$ cat config.mk
export PLATFORM = sky130hd
export DESIGN_NAME = literal_digit_class_matcher_flat
export DESIGN_NICKNAME = d
export VERILOG_FILES = /design/src/hdl/ldcm_pkg.sv /design/src/hdl/ldcm_if.sv /design/src/hdl/ldcm_cfg_regs.sv /design/src/hdl/ldcm_match_core.sv /design/src/hdl/literal_digit_class_matcher.sv /design/src/flat_wrapper.sv
export SDC_FILE = /design/constraint.sdc
export NUM_CORES = 1
export LEC_CHECK = 0
export ABC_AREA = 1
export BUFFER_PORTS_ARGS = -buffer_cell sky130_fd_sc_hd__buf_2
export CAP_MARGIN = 5
export CORE_MARGIN = 4
export CORE_UTILIZATION = 50
export DETAILED_ROUTE_END_ITERATION = 8
export HOLD_SLACK_MARGIN = 0.08
export PLACE_DENSITY = 0.81
export SLEW_MARGIN = 20
export SYNTH_ARGS = -nofsm -noshare
export SYNTH_HDL_FRONTEND = slang
export SYNTH_SLANG_ARGS = --single-unit
$ cat constraint.sdc
create_clock -name i_clk -period 4.2 [get_ports i_clk]
set_clock_uncertainty 0.15 [all_clocks]
set_input_delay 0.21 -clock i_clk [delete_from_list [all_inputs] [get_ports i_clk]]
set_output_delay 0.21 -clock i_clk [all_outputs]
set_load 0.01 [all_outputs]
$ cat src/hdl/ldcm_pkg.sv
// ----------------------------------------------------------------------------
// ldcm_pkg
// Shared types and constants of the literal and digit-class pattern matcher.
// ----------------------------------------------------------------------------
package ldcm_pkg;

    localparam int unsigned TEXT_W     = 8;
    localparam int unsigned POS_OUT_W  = 12;
    localparam int unsigned CFG_DATA_W = 64;
    localparam int unsigned CFG_ADDR_W = 5;
    localparam int unsigned LEN_W      = 5;
    localparam int unsigned MASK_W     = 16;
    localparam int unsigned CHARS_W    = 64;

    localparam logic [TEXT_W-1:0] DIGIT_LO = 8'h30;
    localparam logic [TEXT_W-1:0] DIGIT_HI = 8'h39;

    localparam logic [LEN_W-1:0] LEN_RESET = 5'd1;

    typedef enum logic [1:0] {
        REG_CHARS_LO   = 2'd0,
        REG_CHARS_HI   = 2'd1,
        REG_DIGIT_MASK = 2'd2,
        REG_LENGTH     = 2'd3
    } t_reg_idx;

    typedef struct packed {
        logic [CHARS_W-1:0] chars_hi;
        logic [CHARS_W-1:0] chars_lo;
        logic [MASK_W-1:0]  digit_mask;
        logic [LEN_W-1:0]   pattern_length;
    } t_cfg;

    typedef struct packed {
        logic                 hit;
        logic [POS_OUT_W-1:0] start_position;
        logic                 at_line_end;
    } t_match;

endpackage

$ cat src/hdl/ldcm_if.sv
// ----------------------------------------------------------------------------
// ldcm_if
// Valid/ready channels for text bytes in and match reports out.
// ----------------------------------------------------------------------------
interface ldcm_in_if;
    logic                        valid;
    logic                        ready;
    logic [ldcm_pkg::TEXT_W-1:0] text_char;
    logic                        line_end;

    modport source (output valid, output text_char, output line_end, input ready);
    modport sink (input valid, input text_char, input line_end, output ready);
endinterface

interface ldcm_out_if;
    logic                           valid;
    logic                           ready;
    logic [ldcm_pkg::POS_OUT_W-1:0] start_position;
    logic                           at_line_end;

    modport source (output valid, output start_position, output at_line_end, input ready);
    modport sink (input valid, input start_position, input at_line_end, output ready);
endinterface

$ cat src/hdl/ldcm_cfg_regs.sv
// ----------------------------------------------------------------------------
// ldcm_cfg_regs
// APB register file holding the pattern bytes, digit-class mask and length.
// ----------------------------------------------------------------------------
module ldcm_cfg_regs (
    input  logic                              i_clk,
    input  logic                              i_rst_n,
    input  logic                              psel,
    input  logic                              penable,
    input  logic                              pwrite,
    input  logic [ldcm_pkg::CFG_ADDR_W-1:0]   paddr,
    input  logic [ldcm_pkg::CFG_DATA_W-1:0]   pwdata,
    output logic [ldcm_pkg::CFG_DATA_W-1:0]   prdata,
    output logic                              pready,
    output ldcm_pkg::t_cfg                    o_cfg
);

    logic [ldcm_pkg::CHARS_W-1:0] r_chars_lo;
    logic [ldcm_pkg::CHARS_W-1:0] r_chars_hi;
    logic [ldcm_pkg::MASK_W-1:0]  r_digit_mask;
    logic [ldcm_pkg::LEN_W-1:0]   r_length;
    logic                         w_wr;
    ldcm_pkg::t_reg_idx           w_idx;

    assign pready = 1'b1;
    assign w_wr   = psel && penable && pwrite;
    assign w_idx  = ldcm_pkg::t_reg_idx'(paddr[4:3]);

    always_ff @(posedge i_clk) begin
        if (!i_rst_n) begin
            r_chars_lo   <= '0;
            r_chars_hi   <= '0;
            r_digit_mask <= '0;
            r_length     <= ldcm_pkg::LEN_RESET;
        end else if (w_wr) begin
            case (w_idx)
                ldcm_pkg::REG_CHARS_LO:   r_chars_lo   <= pwdata;
                ldcm_pkg::REG_CHARS_HI:   r_chars_hi   <= pwdata;
                ldcm_pkg::REG_DIGIT_MASK: r_digit_mask <= pwdata[ldcm_pkg::MASK_W-1:0];
                ldcm_pkg::REG_LENGTH:     r_length     <= pwdata[ldcm_pkg::LEN_W-1:0];
                default: ;
            endcase
        end
    end

    always_comb begin
        case (w_idx)
            ldcm_pkg::REG_CHARS_LO:   prdata = r_chars_lo;
            ldcm_pkg::REG_CHARS_HI:   prdata = r_chars_hi;
            ldcm_pkg::REG_DIGIT_MASK: prdata = ldcm_pkg::CFG_DATA_W'(r_digit_mask);
            ldcm_pkg::REG_LENGTH:     prdata = ldcm_pkg::CFG_DATA_W'(r_length);
            default:                  prdata = '0;
        endcase
    end

    assign o_cfg.chars_lo       = r_chars_lo;
    assign o_cfg.chars_hi       = r_chars_hi;
    assign o_cfg.digit_mask     = r_digit_mask;
    assign o_cfg.pattern_length = r_length;

endmodule

$ cat src/hdl/ldcm_match_core.sv
// ----------------------------------------------------------------------------
// ldcm_match_core
// Shift-and update of the active prefixes and line position for one byte.
// ----------------------------------------------------------------------------
module ldcm_match_core #(
    parameter int unsigned MAX_ELEMENTS = 16,
    parameter int unsigned LINE_MAX     = 4096
) (
    input  logic                          i_clk,
    input  logic                          i_rst_n,
    input  logic                          i_adv,
    input  logic [ldcm_pkg::TEXT_W-1:0]   i_char,
    input  logic                          i_last,
    input  ldcm_pkg::t_cfg                i_cfg,
    output ldcm_pkg::t_match              o_match
);

    localparam int unsigned POS_W = $clog2(LINE_MAX);
    localparam logic [POS_W-1:0] POS_LAST = POS_W'(LINE_MAX - 1);

    logic [MAX_ELEMENTS-1:0]       r_active;
    logic [POS_W-1:0]              r_pos;
    logic                          r_ovf;
    logic [MAX_ELEMENTS-1:0]       n_active;
    logic [POS_W-1:0]              n_pos;
    logic                          n_ovf;
    logic [ldcm_pkg::LEN_W-1:0]    w_n;
    logic [MAX_ELEMENTS-1:0]       w_len_mask;
    logic [MAX_ELEMENTS-1:0]       w_top_mask;
    logic [MAX_ELEMENTS-1:0]       w_accept;
    logic [MAX_ELEMENTS-1:0]       w_step;
    logic [2*ldcm_pkg::CHARS_W-1:0] w_chars;
    logic                          w_digit;
    logic [POS_W+ldcm_pkg::POS_OUT_W-1:0] w_pos_ext;
    logic [ldcm_pkg::POS_OUT_W-1:0] w_pos12;

    always_comb begin
        if (i_cfg.pattern_length == '0) begin
            w_n = ldcm_pkg::LEN_W'(1);
        end else if (i_cfg.pattern_length > ldcm_pkg::LEN_W'(MAX_ELEMENTS)) begin
            w_n = ldcm_pkg::LEN_W'(MAX_ELEMENTS);
        end else begin
            w_n = i_cfg.pattern_length;
        end
    end

    assign w_chars = {i_cfg.chars_hi, i_cfg.chars_lo};
    assign w_digit = i_char inside {[ldcm_pkg::DIGIT_LO:ldcm_pkg::DIGIT_HI]};

    always_comb begin
        for (int k = 0; k < MAX_ELEMENTS; k++) begin
            w_len_mask[k] = ldcm_pkg::LEN_W'(k) < w_n;
            w_top_mask[k] = ldcm_pkg::LEN_W'(k + 1) == w_n;
            if (i_cfg.digit_mask[k]) begin
                w_accept[k] = w_digit;
            end else begin
                w_accept[k] = w_chars[8*k +: 8] == i_char;
            end
        end
    end

    assign w_step    = ((r_active << 1) | MAX_ELEMENTS'(1)) & w_accept & w_len_mask;
    assign w_pos_ext = {{ldcm_pkg::POS_OUT_W{1'b0}}, r_pos};
    assign w_pos12   = w_pos_ext[ldcm_pkg::POS_OUT_W-1:0];

    assign o_match.hit            = !r_ovf && (|(w_step & w_top_mask));
    assign o_match.start_position = w_pos12 - ldcm_pkg::POS_OUT_W'(w_n)
                                    + ldcm_pkg::POS_OUT_W'(1);
    assign o_match.at_line_end    = i_last;

    always_comb begin
        n_active = r_active;
        n_pos    = r_pos;
        n_ovf    = r_ovf;
        if (i_last) begin
            n_active = '0;
            n_pos    = '0;
            n_ovf    = 1'b0;
        end else if (!r_ovf) begin
            if (r_pos == POS_LAST) begin
                n_active = '0;
                n_ovf    = 1'b1;
            end else begin
                n_active = w_step;
                n_pos    = r_pos + POS_W'(1);
            end
        end
    end

    always_ff @(posedge i_clk) begin
        if (!i_rst_n) begin
            r_active <= '0;
            r_pos    <= '0;
            r_ovf    <= 1'b0;
        end else if (i_adv) begin
            r_active <= n_active;
            r_pos    <= n_pos;
            r_ovf    <= n_ovf;
        end
    end

    a_ovf_clears_active: assert property (@(posedge i_clk) disable iff (!i_rst_n)
        r_ovf |-> (r_active == '0 && r_pos == POS_LAST))
        else $error("active prefixes held past line overflow");

    a_last_clears_line: assert property (@(posedge i_clk) disable iff (!i_rst_n)
        (i_adv && i_last) |=> (r_pos == '0 && !r_ovf && r_active == '0))
        else $error("line state not cleared after last byte");

    a_no_hit_in_ovf: assert property (@(posedge i_clk) disable iff (!i_rst_n)
        r_ovf |-> !o_match.hit)
        else $error("match reported after line overflow");

endmodule

$ cat src/hdl/literal_digit_class_matcher.sv
// ----------------------------------------------------------------------------
// literal_digit_class_matcher
// Shift-and matcher of a literal and digit-class pattern over text lines.
// A byte taken is held in the input register, then its match is registered
// in the match register. A match held on the output stalls the input.
// Throughput: one text byte per cycle while no held match stalls the input,
// set by the single shift-and update between the input and match registers.
// Reset: synchronous, active low; clears line state and loads length 1.
// ----------------------------------------------------------------------------
module literal_digit_class_matcher #(
    parameter int unsigned MAX_ELEMENTS = 16,
    parameter int unsigned LINE_MAX     = 4096
) (
    input  logic                              i_clk,
    input  logic                              i_rst_n,
    ldcm_in_if.sink                           i_text,
    ldcm_out_if.source                        o_match,
    input  logic                              psel,
    input  logic                              penable,
    input  logic                              pwrite,
    input  logic [ldcm_pkg::CFG_ADDR_W-1:0]   paddr,
    input  logic [ldcm_pkg::CFG_DATA_W-1:0]   pwdata,
    output logic [ldcm_pkg::CFG_DATA_W-1:0]   prdata,
    output logic                              pready
);

    ldcm_pkg::t_cfg                 w_cfg;
    ldcm_pkg::t_match               w_match;
    logic                           r_in_valid;
    logic [ldcm_pkg::TEXT_W-1:0]    r_in_char;
    logic                           r_in_last;
    logic                           r_out_valid;
    logic [ldcm_pkg::POS_OUT_W-1:0] r_out_start;
    logic                           r_out_end;
    logic                           w_out_free;
    logic                           w_adv;
    logic                           w_take;

    ldcm_cfg_regs u_cfg (
        .i_clk   (i_clk),
        .i_rst_n (i_rst_n),
        .psel    (psel),
        .penable (penable),
        .pwrite  (pwrite),
        .paddr   (paddr),
        .pwdata  (pwdata),
        .prdata  (prdata),
        .pready  (pready),
        .o_cfg   (w_cfg)
    );

    ldcm_match_core #(
        .MAX_ELEMENTS (MAX_ELEMENTS),
        .LINE_MAX     (LINE_MAX)
    ) u_core (
        .i_clk   (i_clk),
        .i_rst_n (i_rst_n),
        .i_adv   (w_adv),
        .i_char  (r_in_char),
        .i_last  (r_in_last),
        .i_cfg   (w_cfg),
        .o_match (w_match)
    );

    assign w_out_free   = !r_out_valid || o_match.ready;
    assign w_adv        = r_in_valid && w_out_free;
    assign i_text.ready = !r_in_valid || w_adv;
    assign w_take       = i_text.valid && i_text.ready;

    always_ff @(posedge i_clk) begin
        if (!i_rst_n) begin
            r_in_valid <= 1'b0;
        end else if (i_text.ready) begin
            r_in_valid <= i_text.valid;
        end
    end

    always_ff @(posedge i_clk) begin
        if (w_take) begin
            r_in_char <= i_text.text_char;
            r_in_last <= i_text.line_end;
        end
    end

    always_ff @(posedge i_clk) begin
        if (!i_rst_n) begin
            r_out_valid <= 1'b0;
        end else if (w_out_free) begin
            r_out_valid <= w_adv && w_match.hit;
        end
    end

    always_ff @(posedge i_clk) begin
        if (w_adv && w_match.hit) begin
            r_out_start <= w_match.start_position;
            r_out_end   <= w_match.at_line_end;
        end
    end

    assign o_match.valid          = r_out_valid;
    assign o_match.start_position = r_out_start;
    assign o_match.at_line_end    = r_out_end;

    a_hit_reported: assert property (@(posedge i_clk) disable iff (!i_rst_n)
        (w_adv && w_match.hit) |=> r_out_valid)
        else $error("match lost on its way to the output register");

    a_byte_kept: assert property (@(posedge i_clk) disable iff (!i_rst_n)
        (r_in_valid && !w_adv) |=> (r_in_valid && $stable(r_in_char) && $stable(r_in_last)))
        else $error("held text byte dropped or overwritten");

    a_no_adv_when_full: assert property (@(posedge i_clk) disable iff (!i_rst_n)
        (r_out_valid && !o_match.ready) |-> !w_adv)
        else $error("byte processed while a match is still pending");

endmodule

$ cat src/flat_wrapper.sv
// flat-port wrapper written by rule: the top's interface ports become plain ports
module literal_digit_class_matcher_flat 
#(
    parameter int unsigned MAX_ELEMENTS = 16,
    parameter int unsigned LINE_MAX     = 4096
)
  (i_clk, i_rst_n, psel, penable, pwrite, paddr, pwdata, prdata, pready, i_text_valid, i_text_text_char, i_text_line_end, i_text_ready, o_match_valid, o_match_start_position, o_match_at_line_end, o_match_ready);
  ldcm_in_if i_text_i ();
  ldcm_out_if o_match_i ();
  input  logic i_clk;
  input  logic i_rst_n;
  input  logic psel;
  input  logic penable;
  input  logic pwrite;
  input  logic [ldcm_pkg::CFG_ADDR_W-1:0] paddr;
  input  logic [ldcm_pkg::CFG_DATA_W-1:0] pwdata;
  output logic [ldcm_pkg::CFG_DATA_W-1:0] prdata;
  output logic pready;
  input wire logic [$bits(i_text_i.valid)-1:0] i_text_valid;
  input wire logic [$bits(i_text_i.text_char)-1:0] i_text_text_char;
  input wire logic [$bits(i_text_i.line_end)-1:0] i_text_line_end;
  output wire logic [$bits(i_text_i.ready)-1:0] i_text_ready;
  output wire logic [$bits(o_match_i.valid)-1:0] o_match_valid;
  output wire logic [$bits(o_match_i.start_position)-1:0] o_match_start_position;
  output wire logic [$bits(o_match_i.at_line_end)-1:0] o_match_at_line_end;
  input wire logic [$bits(o_match_i.ready)-1:0] o_match_ready;
  assign i_text_i.valid = i_text_valid;
  assign i_text_i.text_char = i_text_text_char;
  assign i_text_i.line_end = i_text_line_end;
  assign i_text_ready = i_text_i.ready;
  assign o_match_valid = o_match_i.valid;
  assign o_match_start_position = o_match_i.start_position;
  assign o_match_at_line_end = o_match_i.at_line_end;
  assign o_match_i.ready = o_match_ready;
  literal_digit_class_matcher #(.MAX_ELEMENTS(MAX_ELEMENTS), .LINE_MAX(LINE_MAX)) u_core (.i_clk(i_clk), .i_rst_n(i_rst_n), .i_text(i_text_i), .o_match(o_match_i), .psel(psel), .penable(penable), .pwrite(pwrite), .paddr(paddr), .pwdata(pwdata), .prdata(prdata), .pready(pready));
endmodule
# Word level (Yosys, flattened, before mapping)
# Index checks and enable logic that the tools add are counted.
# op_classes
n_addsub	3
n_lt_le_gt_ge	19
n_eq_ne	38
muxes	28
n_bitwise	3
reduce_logical	21
# ops
cell	count
64-bit case mux with 4 select lines	1
8-bit == test	16
16-bit bitwise AND	3
15-bit 2-to-1 mux	3
4-bit by 5-bit == test with 1-bit output, first input constant	8
4-bit by 5-bit < comparator with 1-bit output, first input constant	8
12-bit 2-to-1 mux	3
12-bit by 1-bit adder with 12-bit output, second input constant	2
3-bit by 5-bit == test with 1-bit output, first input constant	4
3-bit by 5-bit < comparator with 1-bit output, first input constant	4
1-bit 2-to-1 mux	19
16-bit OR reduction	1
12-bit == test, second input constant	1
12-bit by 5-bit subtractor with 12-bit output	1
2-bit by 5-bit == test with 1-bit output, first input constant	2
1-bit by 5-bit < comparator with 1-bit output, first input constant	2
2-bit by 5-bit < comparator with 1-bit output, first input constant	2
5-bit 2-to-1 mux	2
2-bit AND reduction	5
8-bit by 6-bit >= comparator with 1-bit output, second input constant	1
8-bit by 6-bit <= comparator with 1-bit output, second input constant	1
1-bit logical AND	7
1-bit by 5-bit == test with 1-bit output, first input constant	1
5-bit == test, first input constant	1
other kinds (9)	14
# totals
reg_bits	201
input_bits	85
out_inout_bits	80
word_cells	125

# Logic depth before layout (Yosys ltp)
# Gate-level depths: netlist of the first run.
# logic_depth
ltp_word	9
ltp_mapped	17
mapped_depth_nobuf	17

# By module
# From an unflattened synthesis of the first run, not the netlist that was laid out.
# hier_totals
hier_cells	1838
area_unflattened_um2	12010.3
# modules_own_cells
module	n_inst	cells_each	area_per_inst_um2	seq_area_each_um2
ldcm_cfg_regs	1	1022	6840.3	2982.9
ldcm_match_core	1	777	4401.7	560.5
literal_digit_class_matcher	1	39	768.2	700.7

# Least setup slack after synthesis of the first run
# OpenSTA, ideal clock, no wires.
# synth_path
path_kind	register to register
start	reg u_core.u_cfg.r_length[4] (netlist name)
end	reg u_core.r_out_start, in the netlist u_core.o_match.start_position[9], data pin
setup_ns	0.258
arrival_time_ns	2.582
required_ns	3.792
path_slack_ns	1.210
stages_incl_launch_ff	18
n_path_buf	0
period_less_slack_ns	2.990
cell_sequence	dfxtp_1 nor2_4 nand2_4 inv_4 nand2_4 nand2_4 inv_1 ha_1 ha_1 fa_1 nand3_1 nand2_1 a21o_1 a21oi_1 nor2_1 o21ai_0 nand2_1 xor2_1
# synth_lines
element	line	rtl
start, declared	ldcm_cfg_regs.sv:21	logic [ldcm_pkg::LEN_W-1:0] r_length;
start signal, assigned	ldcm_cfg_regs.sv:34	r_length <= ldcm_pkg::LEN_RESET;
start signal, assigned	ldcm_cfg_regs.sv:40	ldcm_pkg::REG_LENGTH: r_length <= pwdata[ldcm_pkg::LEN_W-1:0];
end signal, assigned	literal_digit_class_matcher.sv:95	r_out_start <= w_match.start_position;
end, declared	literal_digit_class_matcher.sv:33	logic [ldcm_pkg::POS_OUT_W-1:0] r_out_start;

==> load_flow_metrics.sql, run 1 <==
INSERT INTO impl_metrics (metric_group, metric, value, unit) VALUES
('grt', 'groute.usage.overall', '28.1', '%'),
('clock_network', 'cts-root-to-sink-buffers', '3', ''),
('logic_synthesis', 'ys.warnings.count', '0', ''),
('placed_design', 'place_inst', '1893', ''),
('routing', 'drcViolationCount', '0', ''),
('logic_synthesis', 'synthesis.area_per_instance', '7.06', 'um^2'),
('clock_network', 'tritoncts.num_buffers', '23', ''),
('timing', 'worst_slew_pin_slew', '0.996', 'ns'),
('timing', 'rsz_0062_raised_after_global_routing', 'no', ''),
('routing', 'drt_iter0_markers', '1126', ''),
('setup_path', 'slowest_stage_cell_on_the_critical_path', 'fa_1', ''),
('cells_and_area', 'multi_input_area', '0.00554', 'mm^2'),
('routing', 'route.vias.total', '11200', ''),
('logic_synthesis', 'asyncSetResetFlopFracSynth', '0', '%'),
('grt', 'grt_start_max_net_pins', '92', ''),
('clock_network', 'post_cts_resized', '0', ''),
('pwr', 'vdd_drop_max', '319', 'uV'),
('pwr', 'p_per_area', '345', 'mW/mm^2'),
('setup_path', 'crit_path_start', 'u_core.u_cfg.r_length[4]', ''),
('clock_network', 'tritoncts', 'built', ''),
('setup_path', 'worst_path_largest_cell_delay', '0.44', 'ns'),
('clock_network', 'clock-root-buffer', 'clkbuf_16', ''),
('placed_design', 'detailed_place_hpwl', '22800', 'um'),
('logic_synthesis', 'ys_types', '45', ''),
('setup_path', 'timing.critical_path.fanout_max', '7', ''),
('placed_design', 'place.port_buffers', '160', ''),
('clock_network', 'clock_latency', '0.51', 'ns'),
('timing', 'finalSetupViolations', '0', ''),
('pwr', 'leakage', '5.61', 'nW'),
('placed_design', 'finalWeightedCongestion', '0.941', ''),
('floorplan', 'initial_utilization', '50.9', '%'),
('timing', 'finalCritPeriodShare', '78.7', '%'),
('cells_and_area', 'fin_cells', '2011', ''),
('setup_path', 'ff2ff_setup_slack', '0.89', 'ns'),
('logic_synthesis', 'synth_enable_flop_cells', '22', ''),
('status', 'status', 'finished clean', ''),
('grt', 'gr-total-overflow', '0', ''),
('routing', 'detailedRoute.firstPassIterationCount', '5', ''),
('cells_and_area', 'final_area', '0.0132', 'mm^2'),
('logic_synthesis', 'synthesis.area', '0.0107', 'mm^2'),
('grt', 'grt_pass1_wl', '54900', 'um'),
('routing', 'antenna_left', '0', ''),
('cells_and_area', 'final_layout_size_suffix_gt1_share', '15.2', '%'),
('floorplan', 'io-pin-count', '165', ''),
('setup_path', 'path_cells', 'nor2_4, nand2_4, inv_4, nand2_4, nand2_4, inv_1, ha_1, ha_1, fa_1, nand3_1, nand2_1, a21o_1, a21oi_1, nor2_1, o21ai_0, nand2_1, xor2_1', ''),
('floorplan', 'floorplan.die_area', '0.0239', 'mm^2'),
('logic_synthesis', 'ys.flop_type', 'dfxtp_1', ''),
('logic_synthesis', 'ys_ff_latch', '201', ''),
('timing', 'finalWorstSetupSlack', '0.893', 'ns'),
('timing', 'drv_slew', '0', ''),
('floorplan', 'core_box_area', '0.0211', 'mm^2'),
('placed_design', 'dp_worst_setup_slack', '0.912', 'ns'),
('timing', 'setup_tns', '0', 'ns'),
('setup_path', 'path_class', 'register to register', ''),
('timing', 'final_hold_viol_count', '0', ''),
('clock_network', 'clkTransAtPathRegs', '0.06', 'ns'),
('timing', 'timing.fmax', '302', 'MHz'),
('clock_network', 'cts_setup_buffers', '0', ''),
('routing', 'route.final.wire_length', '34800', 'um'),
('setup_path', 'critPathRequiredTime', '4.30', 'ns'),
('job', 'timing.max_cap.violations', '0', ''),
('floorplan', 'die_width', '155', 'um'),
('setup_path', 'critical_path.most_common_cell', 'nand2_4', ''),
('setup_path', 'crit_path_end', 'u_core.o_match.start_position[9]', ''),
('hold_path', 'worstHoldPathType', 'input pin to register', ''),
('setup_path', 'r2r_cells', '17', ''),
('timing', 'slew_headroom', '33.5', '%'),
('routing', 'post_drt_wl_per_cell', '17.3', 'um'),
('placed_design', 'placed_area', '0.0116', 'mm^2'),
('clock_network', 'htree_num_levels', '1', ''),
('setup_path', 'worst_r2r_startpoint', 'u_core.u_cfg.r_length[4]', '');
## cells by family after synthesis
group                      synth area share [%]
AOI/OAI and AO/OA                          19.2
xor gates and xnor gates                   4.89
adders and majority gates                  2.75
buffers and inverters                      8.92
DFF                                        39.5
other                                    0.0349
and+or+nand+nor                            24.7
## repair_timing
item,4_1_cts,5_1_grt
endpoints found under the setup margin,0,0
hold endpoints to repair,160,0
hold buffers,78,0
## per-layer routing
metal	up-vias	wire [um]	track usage (%)
met3	117	3580	5.96
li1	5391	-	-
met1	5070	13700	35.2
met5	-	0	0
met4	0	1670	12.4
met2	625	15900	46.6
## registers in the layout (all words and copies together) (netlist names), 5 cells and up
register,flops
u_core.u_core.r_active,15
u_core.o_match.start_position,12
u_core.u_cfg.r_chars_hi,64
u_core.u_cfg.r_length,5
u_core.u_core.r_pos,12
u_core.r_in_char,8
u_core.u_cfg.r_chars_lo,64
u_core.u_cfg.r_digit_mask,16
## worst min path at each step
| stage | from | to | slack [ns] | depth (start not counted) |
|---|---|---|---|---|
| 2_1_floorplan | i_text_text_char[0] | u_core.r_in_char[0] | 0.16 | 0 |
| 3_3_place_gp | i_text_line_end | u_core.r_in_last | 0.24 | 1 |
| 3_5_place_dp | i_text_text_char[3] | u_core.r_in_char[3] | 0.24 | 1 |
| 4_1_cts | i_rst_n | u_core.u_cfg.r_length[0] | 0.11 | 2 |
| 5_1_grt | i_rst_n | u_core.u_cfg.r_length[0] | 0.17 | 2 |
| 6_report | i_rst_n | u_core.u_cfg.r_length[0] | 0.13 | 2 |
## per-stage QoR
| stage | power (mW) | util, % |
|---|---|---|
| global route | 4.68 | 62.5 |
| CTS | 4.54 | 62.5 |
| global placement | 2.53 | 55.2 |
| finish | 4.54 | 62.5 |
| detailed placement | 2.54 | 55.2 |
| floorplan | 2.37 | - |
## cells in the mapped netlist (3+ instances only)
| cell | n | area (um^2) |
|---|---|---|
| a21oi_1 | 140 | 701 |
| a22o_1 | 7 | 61.3 |
| buf_1 | 3 | 11.3 |
| buf_2 | 18 | 90.1 |
| buf_4 | 8 | 60.1 |
| buf_6 | 3 | 33.8 |
| clkbuf_1 | 52 | 195 |
| clkinv_1 | 3 | 11.3 |
| dfxtp_1 | 179 | 3580 |
| edfxtp_1 | 22 | 661 |
| ha_1 | 22 | 275 |
| inv_1 | 137 | 514 |
| inv_2 | 8 | 30.0 |
| nand2_1 | 325 | 1220 |
| nand2_2 | 7 | 43.8 |
| nand2_4 | 7 | 78.8 |
| nand3_1 | 40 | 200 |
| nand4_1 | 34 | 213 |
| nor2_1 | 177 | 664 |
| nor2_2 | 7 | 43.8 |
| nor2_4 | 8 | 90.1 |
| nor3_1 | 4 | 20.0 |
| o2111ai_1 | 6 | 52.6 |
| o211ai_1 | 5 | 37.5 |
| o21ai_0 | 188 | 941 |
| o221ai_1 | 6 | 52.6 |
| o22ai_1 | 23 | 144 |
| xnor2_1 | 51 | 447 |
| xor2_1 | 9 | 78.8 |
## power by group
group	internal [mW]	switching, mW
logic	0.212	0.339
registers	1.98	0.0373
clock network	1.19	0.788
total	3.38	1.16
## critical path, delay by kind of cell, from the launching register on
family / cells / cell delay (ns)
AO/OA/AOI/OAI: 3 / 0.50
buffers and inverters: 2 / 0.15
adder cells (fa/ha/maj): 3 / 0.82
XOR/XNOR: 1 / 0.14
flip-flops: 1 / 0.41
AND/OR/NAND/NOR: 8 / 0.88
## cells in the final DEF (no fill, tap or decap), drive strengths merged, types with 2 or more instances in the layout
cell type	instances
nand3	42
o21ai	191
inv	147
clkbuf	34
clkinv	7
nor3	5
o2111ai	6
dfxtp	179
xnor2	51
a211oi	2
edfxtp	22
dlygate4sd3	78
nor2	192
a22o	7
o211ai	5
o22ai	23
buf	180
or2	2
xor2	9
ha	22
nand2	339
o221ai	6
nor4	2
nand4	34
a21oi	141
a21o	2
## cell type report
type	instances	area share [%]
multi-input combinational	1087	42.0
tap	275	2.61
clock buffer	34	5.22
clock inverter	6	0.437
timing repair buffer	258	13.2
sequential	201	32.2
inverter	150	4.31
(Power assumes the default switching activity.)
==> inputs of run 2 (changes only) <==
--- a/config.mk
+++ b/config.mk
@@ -12,7 +12,7 @@
 export CORE_UTILIZATION = 50
 export DETAILED_ROUTE_END_ITERATION = 8
 export HOLD_SLACK_MARGIN = 0.08
-export PLACE_DENSITY = 0.81
+export PLACE_DENSITY = 0.83
 export SLEW_MARGIN = 20
 export SYNTH_ARGS = -nofsm -noshare
 export SYNTH_HDL_FRONTEND = slang
==> constraint.sdc (replaced) <==
create_clock -name i_clk -period 3 [get_ports i_clk]
set_clock_uncertainty 0.15 [all_clocks]
set_input_delay 0.15 -clock i_clk [delete_from_list [all_inputs] [get_ports i_clk]]
set_output_delay 0.15 -clock i_clk [all_outputs]
set_load 0.01 [all_outputs]
==> run 2 against run 1 <==
Final cell count is 1.3% higher. Critical path depth stayed put. Worst hold slack worse by 0.0080 ns. Flip-flop and latch count stayed put. Sequential power is 40% higher. Core utilization is 1.1 points higher. Sequential share of layout area is 0.55 points lower. Wire length is 2.1% higher. Register-to-register slack worse by 0.73 ns. Via count is 3.4% higher. Total power is 39% higher. Non-clock buffer count is 28 higher. Largest cell class unchanged. Largest power group unchanged.
==> load_flow_metrics.sql, run 2 (synthesis results as in run 1) <==
INSERT INTO impl_metrics (metric_group, metric, value, unit) VALUES
('clock_network', 'tritoncts', 'built', ''),
('setup_path', 'worst_path_largest_cell_delay', '0.36', 'ns'),
('timing', 'rsz_0062_raised_after_global_routing', 'no', ''),
('cells_and_area', 'final_layout_size_suffix_gt1_share', '16.1', '%'),
('routing', 'antenna_left', '0', ''),
('setup_path', 'path_cells', 'nor2_4, nand2_4, inv_4, nand2_4, nand2_4, inv_1, ha_1, ha_1, fa_2, nand3_1, nand2_1, a21o_1, a21oi_2, nor2_1, o21ai_1, nand2_1, xor2_1', ''),
('setup_path', 'critical_path.most_common_cell', 'nand2_4', ''),
('routing', 'maxUsedRoutingLayer', 'met4', ''),
('pwr', 'vdd_drop_max', '444', 'uV'),
('setup_path', 'ff2ff_setup_slack', '0.16', 'ns'),
('hold_path', 'hold-path-endpoint', 'u_core.u_cfg.r_digit_mask[1]', ''),
('timing', 'layout_min_cycle_time', '2.84', 'ns'),
('cells_and_area', 'regArea', '0.00425', 'mm^2'),
('cells_and_area', 'nNetsFinal', '1856', ''),
('timing', 'setup_tns', '0', 'ns'),
('placed_design', 'place.port_buffers', '160', ''),
('routing', 'route.vias.total', '11600', ''),
('placed_design', 'placed_area', '0.0118', 'mm^2'),
('placed_design', 'detailed_place_hpwl', '23500', 'um'),
('floorplan', 'core_box_area', '0.0211', 'mm^2'),
('setup_path', 'r2r_cells', '17', ''),
('grt', 'grt_antenna_before_repair', '0', ''),
('grt', 'grt_pass1_vias', '11100', ''),
('cells_and_area', 'fillers', '1754', ''),
('routing', 'route.final.wire_length', '35600', 'um'),
('setup_path', 'worst_r2r_startpoint', 'u_core.u_cfg.r_length[4]', ''),
('setup_path', 'critPathCaptureType', 'register', ''),
('setup_path', 'worst_path_dominant_cell_family', 'adder cells', ''),
('floorplan', 'die_y', '155', 'um'),
('setup_path', 'critical_path_arrival', '2.94', 'ns'),
('timing', 'worst_slew_pin_slew', '1.12', 'ns'),
('routing', 'wl_met1', '13700', 'um'),
('cells_and_area', 'final_area', '0.0134', 'mm^2'),
('routing', 'drt-vias-per-instance', '5.68', ''),
('pwr', 'p_per_area', '471', 'mW/mm^2'),
('cells_and_area', 'most_frequent_cells_in_the_layout', 'nand2_1, o21ai_0, nor2_1, dfxtp_1, buf_2', ''),
('cells_and_area', 'layout.cells.most_common', 'nand2_1', ''),
('routing', 'drcViolationCount', '0', ''),
('timing', 'worst_hold_slack', '0.127', 'ns'),
('cells_and_area', 'n_antenna_cell', '0', ''),
('pwr', 'fin_total_pwr', '6.32', 'mW'),
('grt', 'gr-total-overflow', '0', ''),
('clock_network', 'cts-root-to-sink-buffers', '3', ''),
('floorplan', 'io-pin-count', '165', ''),
('hold_path', 'min-delay-start', 'pwrite', ''),
('setup_path', 'worstPathBufferInverterCount', '2', ''),
('routing', 'routed-wl-met3', '3890', 'um'),
('setup_path', 'timing.critical_path.fanout_max', '5', ''),
('routing', 'detailedRoute.firstPassIterationCount', '6', ''),
('setup_path', 'reg2reg_to', 'u_core.o_match.start_position[9]', ''),
('timing', 'drv_slew', '0', ''),
('job', 'timing.max_cap.violations', '0', ''),
('cells_and_area', 'multi_input_area', '0.00555', 'mm^2'),
('routing', 'post_drt_wl_per_cell', '17.5', 'um'),
('routing', 'drt_iter0_markers', '1372', ''),
('setup_path', 'path_class', 'register to register', ''),
('setup_path', 'critPathRequiredTime', '3.10', 'ns'),
('placed_design', 'finalWeightedCongestion', '0.939', ''),
('hold_path', 'worstHoldPathType', 'input pin to register', ''),
('routing', 'dr_wl_met2', '16400', 'um'),
('floorplan', 'die_width', '155', 'um'),
('status', 'status', 'finished clean', ''),
('clock_network', 'clock_latency', '0.51', 'ns'),
('clock_network', 'clock_sinks', '201', ''),
('hold_path', 'hold_path_depth', '5', ''),
('grt', 'grt_start_max_net_pins', '106', ''),
('cells_and_area', 'finalCoreUtilization', '63.6', '%'),
('clock_network', 'clkTransAtPathRegs', '0.06', 'ns'),
('floorplan', 'initial_utilization', '50.9', '%'),
('timing', 'slew_headroom', '25.3', '%'),
('clock_network', 'clock-root-buffer', 'clkbuf_16', ''),
('timing', 'final_hold_viol_count', '0', ''),
('cells_and_area', 'reg_top3', 'u_core.u_cfg.r_chars_hi x64, u_core.u_cfg.r_chars_lo x64, u_core.u_cfg.r_digit_mask x16', ''),
('clock_network', 'htree_num_levels', '1', ''),
('timing', 'finalCritPeriodShare', '94.6', '%'),
('clock_network', 'cts_setup_buffers', '0', ''),
('timing', 'timing.fmax', '352', 'MHz'),
('timing', 'finalSetupViolations', '0', ''),
('clock_network', 'tritoncts.num_buffers', '22', ''),
('cells_and_area', 'syn_to_final_growth', '24.9', '%'),
('grt', 'groute.usage.overall', '28.6', '%'),
('pwr', 'leakage', '5.74', 'nW'),
('setup_path', 'startpoint_type', 'register', ''),
('floorplan', 'floorplan.die_area', '0.0239', 'mm^2'),
('setup_path', 'slowest_stage_cell_on_the_critical_path', 'dfxtp_2', ''),
('floorplan', 'number_of_placement_rows', '53', ''),
('grt', 'grt_pass1_wl', '56200', 'um');
==> run 2: cell count changes in the layout (fill, tap and decap cells not counted), sizes merged <==
cell / before / now
dlygate4sd3: 78 / 88
bufinv: 1 / 0
buf: 180 / 198
clkinv: 7 / 5
clkinvlp: 1 / 0
clkbuf: 34 / 37
==> run 2: tightest hold or removal path, delay by kind of cell <==
kind            cells  cell delay, ns
simple gates        3            0.33
compound gates      1            0.15
buf+inv             1            0.10
==> run 2: timing repair <==
action,CTS,global route
endpoints found under the hold margin,161,0
hold buffers,88,0
setup endpoints to repair,0,2
resized for setup,0,7
==> run 2: report_power, final <==
group / internal [mW] / switching (mW)
Sequential: 2.78 / 0.0476
Combinational: 0.315 / 0.487
Clock: 1.60 / 1.09
Total: 4.69 / 1.62
==> run 2: metal layers <==
metal / vias to the layer above / global-route usage, %
met5: - / 0
met4: 0 / 12.3
met3: 123 / 5.40
met2: 723 / 47.2
met1: 5302 / 36.8
li1: 5437 / -
==> run 2: cell type report <==
type | count | share of cell area (%)
Tap cell | 275 | 2.57
Timing Repair Buffer | 286 | 14.8
Inverter | 150 | 4.24
Clock inverter | 2 | 0.0746
Clock buffer | 37 | 5.29
Sequential cell | 201 | 31.7
Multi-Input combinational cell | 1087 | 41.4
==> run 2: worst max path at each step <==
stage / start / end / slack, ns / depth (start not counted)
after CTS: u_core.u_cfg.r_length[4] / u_core.o_match.start_position[9] / 0.003 / 17
after global routing: u_core.u_cfg.r_length[4] / u_core.o_match.start_position[9] / 0.01 / 17
after floorplan: u_core.u_cfg.r_length[4] / u_core.o_match.start_position[9] / 0.01 / 17
final: u_core.u_cfg.r_length[4] / u_core.o_match.start_position[9] / 0.16 / 17
after detailed placement: u_core.u_cfg.r_length[4] / u_core.o_match.start_position[9] / -0.004 / 17
after global placement: u_core.u_cfg.r_length[4] / u_core.o_match.start_position[9] / 0.08 / 17
==> run 2: metrics by stage <==
stage	instances	setup slack [ns]
global route	2038	0.0130
finish	2038	0.163
floorplan	1522	0.0101
global placement	1911	0.0806
detailed placement	1911	-0.00404
CTS	2038	0.00251
